**src/rtl/ipdfp_pkg.sv**
```systemverilog
// ----------------------------------------------------------------------------
// IPD frame parser package
// Phase encoding, character constants and limits shared by the parser.
// ----------------------------------------------------------------------------
package ipdfp_pkg;

    localparam int unsigned MAX_PAYLOAD = 64;
    localparam int unsigned LEN_W       = 7;
    localparam int unsigned BYTE_W      = 8;
    localparam int unsigned PREFIX_LEN  = 5;
    localparam int unsigned PCNT_W      = 3;

    localparam logic [LEN_W-1:0] ACC_SAT       = 7'd127;
    localparam logic [LEN_W-1:0] LIMIT_CAP     = 7'd126;
    localparam logic [LEN_W-1:0] MAX_PAYLOAD_L = 7'(MAX_PAYLOAD);
    localparam logic [LEN_W-1:0] CFG_RESET     = 7'd50;

    localparam logic [BYTE_W-1:0] CH_PLUS  = 8'h2B;
    localparam logic [BYTE_W-1:0] CH_COLON = 8'h3A;
    localparam logic [BYTE_W-1:0] CH_ZERO  = 8'h30;
    localparam logic [BYTE_W-1:0] CH_NINE  = 8'h39;

    localparam logic [PCNT_W-1:0] PCNT_LAST = 3'd4;

    localparam logic [BYTE_W-1:0] IPD_PREFIX [PREFIX_LEN] = '{
        8'h2B, 8'h49, 8'h50, 8'h44, 8'h2C
    };

    // Register indexes of the configuration port.
    localparam logic REG_MAX_PAYLOAD_LEN = 1'b0;

    localparam logic STATUS_PAYLOAD = 1'b0;
    localparam logic STATUS_ERROR   = 1'b1;

    typedef enum logic [1:0] {
        PH_IDLE = 2'd0,
        PH_LEN  = 2'd1,
        PH_DATA = 2'd2
    } t_phase;

endpackage

```
**src/rtl/at_ipd_frame_parser.sv**
```systemverilog
// ----------------------------------------------------------------------------
// IPD frame parser
// Deframes '+IPD,n:payload' notifications from a received modem byte stream.
// ----------------------------------------------------------------------------
// One received byte is taken per word on the slave side, one word every clock
// cycle while the result register is free or being emptied; the state update
// is a single pass of logic between the parser state and the result register,
// so a word's result appears in the cycle after it is accepted. Bytes outside a
// notification and the header bytes give no result; each payload byte gives
// one word, and a bad length (zero, a non-digit or above the limit) gives one
// error word when the colon arrives.
// ----------------------------------------------------------------------------
module at_ipd_frame_parser
    import ipdfp_pkg::*;
(
    input  logic        i_clk,
    input  logic        i_rst_n,
    input  logic        i_s_tvalid,
    output logic        o_s_tready,
    input  logic [7:0]  i_s_tdata,    // [7:0] rx_byte
    output logic        o_m_tvalid,
    input  logic        i_m_tready,
    output logic [15:0] o_m_tdata,    // [7:0] payload_byte, [8] is_first, [15:9] payload_length
    output logic        o_m_tlast,    // is_last
    output logic        o_m_tuser,    // status
    input  logic        psel,
    input  logic        penable,
    input  logic        pwrite,
    input  logic [2:0]  paddr,
    input  logic [31:0] pwdata,
    output logic [31:0] prdata,
    output logic        pready
);

    t_phase             r_phase, n_phase;
    logic [PCNT_W-1:0]  r_pcnt, n_pcnt;
    logic               r_pok, n_pok;
    logic [LEN_W-1:0]   r_acc, n_acc;
    logic               r_derr, n_derr;
    logic [LEN_W-1:0]   r_dcnt, n_dcnt;
    logic [LEN_W-1:0]   r_max_len;

    logic               r_out_valid;
    logic [15:0]        r_out_data;
    logic               r_out_last;
    logic               r_out_status;

    logic               n_res_valid;
    logic               n_res_status;
    logic [BYTE_W-1:0]  n_res_byte;
    logic               n_res_first;
    logic               n_res_last;
    logic [LEN_W-1:0]   n_res_len;

    logic               accept;
    logic               cfg_write;
    logic [LEN_W-1:0]   limit;
    logic [10:0]        acc_sum;
    logic [LEN_W-1:0]   dcnt_inc;
    logic [BYTE_W-1:0]  rx;
    logic               is_digit;

    assign pready     = 1'b1;
    assign cfg_write  = psel && penable && pwrite && pready;
    assign prdata     = (paddr[2] == REG_MAX_PAYLOAD_LEN) ? {25'd0, r_max_len} : 32'd0;

    assign o_s_tready = !r_out_valid || i_m_tready;
    assign accept     = i_s_tvalid && o_s_tready;
    assign rx         = i_s_tdata;

    assign limit    = (r_max_len > MAX_PAYLOAD_L) ? MAX_PAYLOAD_L :
                      ((r_max_len > LIMIT_CAP) ? LIMIT_CAP : r_max_len);
    assign is_digit = (rx >= CH_ZERO) && (rx <= CH_NINE);
    assign acc_sum  = 11'(r_acc) * 11'd10 + 11'(rx - CH_ZERO);
    assign dcnt_inc = r_dcnt + 7'd1;

    always_comb begin
        n_phase      = r_phase;
        n_pcnt       = r_pcnt;
        n_pok        = r_pok;
        n_acc        = r_acc;
        n_derr       = r_derr;
        n_dcnt       = r_dcnt;
        n_res_valid  = 1'b0;
        n_res_status = STATUS_PAYLOAD;
        n_res_byte   = '0;
        n_res_first  = 1'b0;
        n_res_last   = 1'b0;
        n_res_len    = '0;
        case (r_phase)
            PH_LEN: begin
                if (rx == CH_COLON) begin
                    if (r_derr || (r_acc == '0) || (r_acc > limit)) begin
                        n_res_valid  = 1'b1;
                        n_res_status = STATUS_ERROR;
                        n_phase      = PH_IDLE;
                        n_pcnt       = '0;
                        n_pok        = 1'b1;
                        n_acc        = '0;
                        n_derr       = 1'b0;
                        n_dcnt       = '0;
                    end else begin
                        n_phase = PH_DATA;
                        n_dcnt  = '0;
                    end
                end else if (is_digit) begin
                    n_acc = (acc_sum > 11'(ACC_SAT)) ? ACC_SAT : acc_sum[LEN_W-1:0];
                end else begin
                    n_derr = 1'b1;
                end
            end
            PH_DATA: begin
                n_res_valid = 1'b1;
                n_res_byte  = rx;
                n_res_first = (r_dcnt == '0);
                n_res_last  = (dcnt_inc >= r_acc);
                n_res_len   = r_acc;
                n_dcnt      = dcnt_inc;
                if (dcnt_inc >= r_acc) begin
                    n_phase = PH_IDLE;
                    n_pcnt  = '0;
                    n_pok   = 1'b1;
                    n_acc   = '0;
                    n_derr  = 1'b0;
                    n_dcnt  = '0;
                end
            end
            default: begin
                n_phase = PH_IDLE;
                if (r_pcnt == '0) begin
                    if (rx == CH_PLUS) begin
                        n_pcnt = 3'd1;
                        n_pok  = 1'b1;
                    end
                end else if (r_pcnt > PCNT_LAST) begin
                    n_pcnt = '0;
                    n_pok  = 1'b1;
                end else begin
                    if (r_pcnt == PCNT_LAST) begin
                        if (r_pok && (rx == IPD_PREFIX[r_pcnt])) begin
                            n_phase = PH_LEN;
                            n_acc   = '0;
                            n_derr  = 1'b0;
                        end
                        n_pcnt = '0;
                        n_pok  = 1'b1;
                    end else begin
                        n_pok  = r_pok && (rx == IPD_PREFIX[r_pcnt]);
                        n_pcnt = r_pcnt + 3'd1;
                    end
                end
            end
        endcase
    end

    always_ff @(posedge i_clk) begin
        if (!i_rst_n) begin
            r_phase   <= PH_IDLE;
            r_pcnt    <= '0;
            r_pok     <= 1'b1;
            r_acc     <= '0;
            r_derr    <= 1'b0;
            r_dcnt    <= '0;
            r_max_len <= CFG_RESET;
        end else begin
            if (accept) begin
                r_phase <= n_phase;
                r_pcnt  <= n_pcnt;
                r_pok   <= n_pok;
                r_acc   <= n_acc;
                r_derr  <= n_derr;
                r_dcnt  <= n_dcnt;
            end
            if (cfg_write && (paddr[2] == REG_MAX_PAYLOAD_LEN)) begin
                r_max_len <= pwdata[LEN_W-1:0];
            end
        end
    end

    always_ff @(posedge i_clk) begin
        if (!i_rst_n) begin
            r_out_valid <= 1'b0;
        end else if (accept) begin
            r_out_valid <= n_res_valid;
        end else if (i_m_tready) begin
            r_out_valid <= 1'b0;
        end
    end

    always_ff @(posedge i_clk) begin
        if (accept && n_res_valid) begin
            r_out_data   <= {n_res_len, n_res_first, n_res_byte};
            r_out_last   <= n_res_last;
            r_out_status <= n_res_status;
        end
    end

    assign o_m_tvalid = r_out_valid;
    assign o_m_tdata  = r_out_data;
    assign o_m_tlast  = r_out_last;
    assign o_m_tuser  = r_out_status;

    a_error_word_clear: assert property (@(posedge i_clk) disable iff (!i_rst_n)
        (r_out_valid && r_out_status == STATUS_ERROR) |-> (r_out_data == 16'd0 && !r_out_last))
        else $error("error word carries payload fields");

    a_payload_len_range: assert property (@(posedge i_clk) disable iff (!i_rst_n)
        (r_out_valid && r_out_status == STATUS_PAYLOAD)
            |-> (r_out_data[15:9] != '0 && r_out_data[15:9] <= MAX_PAYLOAD_L))
        else $error("payload word with length outside the limit");

    a_data_phase_count: assert property (@(posedge i_clk) disable iff (!i_rst_n)
        (r_phase == PH_DATA) |-> (r_acc != '0 && r_dcnt < r_acc && r_acc <= MAX_PAYLOAD_L))
        else $error("data phase count overruns announced length");

    a_prefix_count: assert property (@(posedge i_clk) disable iff (!i_rst_n)
        (r_phase != PH_IDLE) |-> (r_pcnt == '0 && r_pok))
        else $error("prefix tracking not cleared outside idle phase");

endmodule

```
**config.mk**
```make
export PLATFORM = sky130hd
export DESIGN_NAME = at_ipd_frame_parser
export DESIGN_NICKNAME = d
export VERILOG_FILES = /design/src/rtl/ipdfp_pkg.sv /design/src/rtl/at_ipd_frame_parser.sv
export SDC_FILE = /design/constraint.sdc
export NUM_CORES = 1
export LEC_CHECK = 0
export BUFFER_PORTS_ARGS = -buffer_cell sky130_fd_sc_hd__buf_2
export CORE_MARGIN = 4
export CORE_UTILIZATION = 30
export DETAILED_ROUTE_END_ITERATION = 7
export RECOVER_POWER = 50
export SLEW_MARGIN = 30
export SYNTH_ARGS = -nofsm -noshare
export SYNTH_HDL_FRONTEND = slang
export SYNTH_SLANG_ARGS = --single-unit
```
**constraint.sdc**
```tcl
create_clock -name i_clk -period 4.3 [get_ports i_clk]
set_input_delay 0.86 -clock i_clk [delete_from_list [all_inputs] [get_ports i_clk]]
set_output_delay 0.86 -clock i_clk [all_outputs]
set_load 0.05 [all_outputs]
```
Word-level counts from Yosys, hierarchy flattened
Memory sizes are Yosys's and may differ from the RTL's. Cells that the tools add are included.

Register bits: 47. Memory bits (read-only): 64. Bits of input ports: 50. Output and inout bits: 53. Logic and storage cells: 122. Memories kept: 1.

Memories: (name not given) (words 8, width 8, read ports 1, clocked after memory_dff 0, write ports 0, line at_ipd_frame_parser.sv:148) `n_pok = r_pok && (rx == IPD_PREFIX[r_pcnt]);`.

$add $sub $neg: 4. $mul: 1. $lt $le $gt $ge: 9. Eq/ne operators: 15. Muxes and demuxes: 56. Bitwise gates (word level): 2. Reductions and logical operators: 23.

Operators with widths (number): $mux 7 (14); $pmux 7 s2 (2); $mux 1 (23); $mux 3 (7); $eq 8x6->1 const B (2); $mux 8 (2); $reduce_and 8->1 (2); $gt 7x7->1 const B (2); $logic_not 7->1 (2); $add 11x11->11 (1); $gt 11x7->1 const B (1); $mul 7x3->10 const B (1); $ne 3x3->1 const B (3); $sub 8x6->9 const B (1); $eq 8x8->1 (1); $ge 8x6->1 const B (1); $le 8x6->1 const B (1); $add 7x1->7 const B (1); $ge 7x7->1 (1); $gt 7x7->1 (1); $logic_and 1x1->1 (7); $mux 2 (3); $ne 2x2->1 const B (3); $ne 3x1->1 const B (2); other kinds (19) (26).

Depth between registers and ports, before layout
Depth after elaboration: 11. Gate-level depth with buffers: 13. Mapped depth without buffers: 13.

Worst setup path after synthesis
OpenSTA, ideal clock, no wires.

Kind: input -> register. Start: input i_s_tdata[4]. End: register r_out_data[0] (netlist: o_m_tdata[0]), enable pin. Data arrival time: 2.892 ns. Data required time: 3.884 ns. Slack: 0.992 ns. Stages on the path: 5. Buffers on the path: 0. Path through: ha_1 > nand2b_1 > nor3_2 > a31oi_1 > nor3_1.

Word-level cells in the longest chain between the ends: 4.

Ends and longest elaborated chain: from (decl) (line at_ipd_frame_parser.sv:20) `input logic [7:0] i_s_tdata,`; $eq 8x6->1 (line at_ipd_frame_parser.sv:92) `if (rx == CH_COLON) begin`; $mux 1 (line at_ipd_frame_parser.sv:92); $pmux 1 s2 (line at_ipd_frame_parser.sv:90) `case (r_phase)`; $logic_and 1x1->1 (line at_ipd_frame_parser.sv:191) `if (accept && n_res_valid) begin`; to (signal assigned) (line at_ipd_frame_parser.sv:192) `r_out_data <= {n_res_len, n_res_first, n_res_byte};`; to (decl) (line at_ipd_frame_parser.sv:44) `logic [15:0] r_out_data;`.

No other way between the ends. A chain may end at the register's enable or synchronous reset.

Worst setup path in the final report
Start: register r_acc[1]. End: register r_acc[0].

Word-level cells in the longest chain between the ends: 7. Elaborated cells on any way between the ends: 15.

Ends and longest elaborated chain: from (decl) (line at_ipd_frame_parser.sv:38) `logic [LEN_W-1:0] r_acc, n_acc;`; from (signal assigned) (line at_ipd_frame_parser.sv:170) `r_acc <= n_acc;`; $mul 7x3->10 (line at_ipd_frame_parser.sv:74) `assign acc_sum = 11'(r_acc) * 11'd10 + 11'(rx - CH_ZERO);`; $add 11x11->11 (line at_ipd_frame_parser.sv:74); $gt 11x7->1 (line at_ipd_frame_parser.sv:107) `n_acc = (acc_sum > 11'(ACC_SAT)) ? ACC_SAT : acc_sum[LEN_W-1:0];`; $mux 7 (line at_ipd_frame_parser.sv:107); $mux 7 (line at_ipd_frame_parser.sv:106) `end else if (is_digit) begin`; $mux 7 (line at_ipd_frame_parser.sv:92); $pmux 7 s2 (line at_ipd_frame_parser.sv:90).

Several ways; a longest one is shown, not always the timed one. The select of a mux whose other input is x is not followed.

==> results.txt <==
The count of placed standard cells in the final layout, fillers left out was 589; the max capacitance violation total was 0. The worst flop-to-flop path startpoint is r_acc[1]. Summed over all cells, the static leakage comes to 0.001713 uW. The logs give 0 for the final hold violation count and 0.007095 ns for the setup skew after layout. After detailed routing, the average wire length per cell comes to 13.62 um. Of the cells placed in the final design, the portion with a size suffix greater than 1 is 8.744%. The weighted congestion reported at the end of routability-driven placement is 0.7820.

The deepest level of the CTS H-tree was 2. The minimum clock period was 3.519 ns; the post-synthesis to final-layout area growth was 11.85%. Dividing the detail-routed via count by the number of cells gives 4.924.

The capture point of the critical path was r_acc[0]. After routing, the total negative slack on setup checks comes to 0 ns. After the first detailed-routing iteration, the DRC count stood at 147. The largest vdd supply drop is 0.1300 mV, and the y dimension of the die is 117.7 um. The post-synthesis cell area is 3610 um^2. Classification of the worst-slack hold path: reg -> reg.

STA classifies the critical path startpoint as a flop. The commonest non-fill, non-tap cell in the layout was ha_1. Of the total synthesized cell area, the portion taken by AND, OR, NAND and NOR gates is 20.00%. Of all flip-flops after synthesis, the portion carrying an async set or reset was 0%. The repair_antennas step left the layout with diodes totalling 0.

The worst register-to-register path ends at r_acc[0]. Setup violations remaining at the end of the flow were counted as 0. For the pin with the worst max-slew slack, the measured transition is 0.6542 ns. The number of buffers added on ports was 49.

The number of clock buffers added by TritonCTS is 5. For this run, the number of Yosys warnings is 0. The initial utilization of the core area, before any placement, comes to 31.08%. The critical path is of the reg -> reg type.

For the total setup buffers inserted after CTS, the log shows 0. The clock latency reported for the late side of the worst-skew pair is 0.29 ns, and the power density of the placed cells is 252.0 nW/um^2. Headroom to the max-slew limit came out at 56.05%. The floorplan has 39 rows. After Yosys synthesis, XOR and XNOR cells account for 4.853% of the synthesized area.

The run gives 27 as the largest net degree at the start of global routing. The post-route antenna net violation count is 0. TritonCTS built the clock tree. Of the available clock period, the critical path in the final layout requires 81.84%. Cts-stage hold buffer count: 0. The synthesized netlist devotes 15.46% of its cell area to compound gates. Counting every instance in the synthesized netlist gives 399. Area of the die: 13850 um^2. After global routing the overflow that remains totals 0. The number of synthesized register bits works out to 47. The first-pass GRT wire length is 13.25 mm.

The number of antenna violations at the first check in global routing came out at 0. The worst slack at placement came out at 0.7914 ns. The placed wire-length estimate after detailed placement came out at 6.441 mm.

The most critical setup path has its startpoint at r_acc[1]. The multiplexer share of the synthesized area was 3.050%. The total global-route track usage was 11.46%; the floorplan die width was 117.7 um.

The number of max-slew violations in the final report came out at 0. The via count was 2900; the required time at the worst-slack endpoint was 4.48 ns. The worst setup path is captured at a flop.

The maximum clock path buffer count was 2; the data arrival time at the worst-slack endpoint was 3.70 ns. The run finished with clean final reports. The tree is rooted in a clkbuf_16. For this run, the register share of the synthesized area comes to 31.06%. The logs give 0.2842 GHz for the top achievable clock speed and 2785 for the number of global-route vias before repair.

Summing the areas of all fa, ha and maj instances in the mapped netlist gives 16.01% of the synthesized area. Leaving out fill and tap cells, the most frequent cells in the layout are ha_1 (43), dfxtp_1 (29), inv_1 (27). By area, the combinational part of the netlist is dominated by simple AND/OR/NAND/NOR gates. For the total number of clock tree sinks, the log shows 47.

Once the clock tree was built, the resizer swapped 0 gates to a different size. After clock tree synthesis, the clock-pin slew on the worst setup and hold paths is 0.07 ns. The first detailed-routing pass ran for 4 iterations.

Including well taps, the total number of placed cells is 581. The number of synthesized flops with an enable pin was 18. Count of distinct cell types in the synthesized netlist: 61. For the worst-case register-to-register setup slack, the log shows 0.78 ns.

In the routed design, unresolved DRC markers number 0. The number of top-level pins came out at 103. The leading register cell type out of synthesis was dfxtp_1.

In this run the worst path has a maximum fanout of 7. The mean instance size in the synthesized netlist is 9.047 um^2. The area of the core was 11610 um^2.

The routed wire length came out at 8.023 mm. Once routing completed, OpenROAD measured the worst setup slack at 0.7810 ns. The net count of the finished layout is 540. Setup repair after global routing left no endpoint under its margin. The number of cells on the worst reg-to-reg path is 11.
## layer usage
layer  vias to the layer above  part of all wire, %  global-route usage [%]  wire [um]
li1                       1472                    -                       -          -
met1                      1344                   48                   14.71       3822
met2                        76                   46                   19.44       3706
met3                         8                  4.6                   1.970        372
met4                         0                  1.5                   3.883        123
met5                         -                    0                       0          0
## power breakdown
part / switching, uW / internal, uW / total (uW) / leakage (uW)
combinational: 100 / 31.9 / 132 / 0.00124
sequential: 1.08 / 460 / 461 / 0.000396
clock: 172 / 253 / 424 / 0.0000786
## per-stage QoR
stage	power (uW)	utilization (%)	cell area, um^2	hold WS (ns)
global placement	601.9	33.58	3900	0.4568
global route	1056	34.77	4038	0.5175
finish	1018	34.77	4038	0.4736
CTS	1028	35.01	4066	0.4781
floorplan	592.2	-	3700	0.4450
detailed placement	603.3	33.58	3900	0.4687
## worst min path at each step
stage	slack, ns	endpoint	cells after the start	from
2_1_floorplan	0.44	r_pok	2	r_pok
3_3_place_gp	0.46	r_phase[1]	2	r_phase[1]
3_5_place_dp	0.47	r_phase[0]	2	r_phase[0]
4_1_cts	0.48	r_phase[0]	2	r_phase[0]
5_1_grt	0.52	r_phase[0]	2	r_phase[0]
6_report	0.47	r_phase[1]	2	r_phase[1]
## layout make-up
type	instances	area (um^2)
fillers	1208	7576
multi-input cells	314	2246
flip-flops and latches	47	1121
repair buffers	50	224.0
well taps	143	178.9
clock buffers	6	150.1
inverters	27	101.3
clock inverters	2	16.27
## cell usage after synthesis (6+ instances only)
cell | count | area (um^2)
o21ai_1 | 7 | 35.03
clkbuf_1 | 8 | 30.03
ha_1 | 43 | 538.0
mux2i_1 | 11 | 110.1
dfxtp_1 | 29 | 580.6
and2_1 | 11 | 68.82
nor3_1 | 7 | 35.03
nand3_1 | 14 | 70.07
o21ai_0 | 6 | 30.03
a21o_1 | 6 | 45.04
nand2_1 | 26 | 97.59
a21oi_1 | 17 | 85.08
xnor2_1 | 14 | 122.6
xor2_1 | 6 | 52.55
nor2b_1 | 21 | 131.4
a221o_1 | 6 | 60.06
edfxtp_1 | 18 | 540.5
buf_4 | 26 | 195.2
nor2_1 | 26 | 97.59
inv_1 | 27 | 101.4
## cell families after synthesis
family	count (synthesis)
other cells	2
xor+xnor	20
compound gates	79
simple gates	133
buf+inv	62
mux	11
fa+ha+maj	45
flops	47
## flip-flops by register name, summed over array words and instances, names as in the netlist
name	count
o_m_tdata	16
r_phase	2
r_max_len	7
r_pok	1
o_m_tvalid	1
r_acc	7
o_m_tlast	1
r_derr	1
r_dcnt	7
r_pcnt	3
o_m_tuser	1
## critical path: stages (launching register included)
cell and delay, ns:
dfxtp_1 0.53, ha_1 0.30, ha_1 0.23, fa_1 0.45, ha_1 0.37, nand3_1 0.13, o2111ai_1 0.17, o41ai_1 0.36
and4b_1 0.23, a41oi_1 0.05, o21a_1 0.29, a311o_1 0.30
No activity file was read; power rests on OpenSTA's default activity.
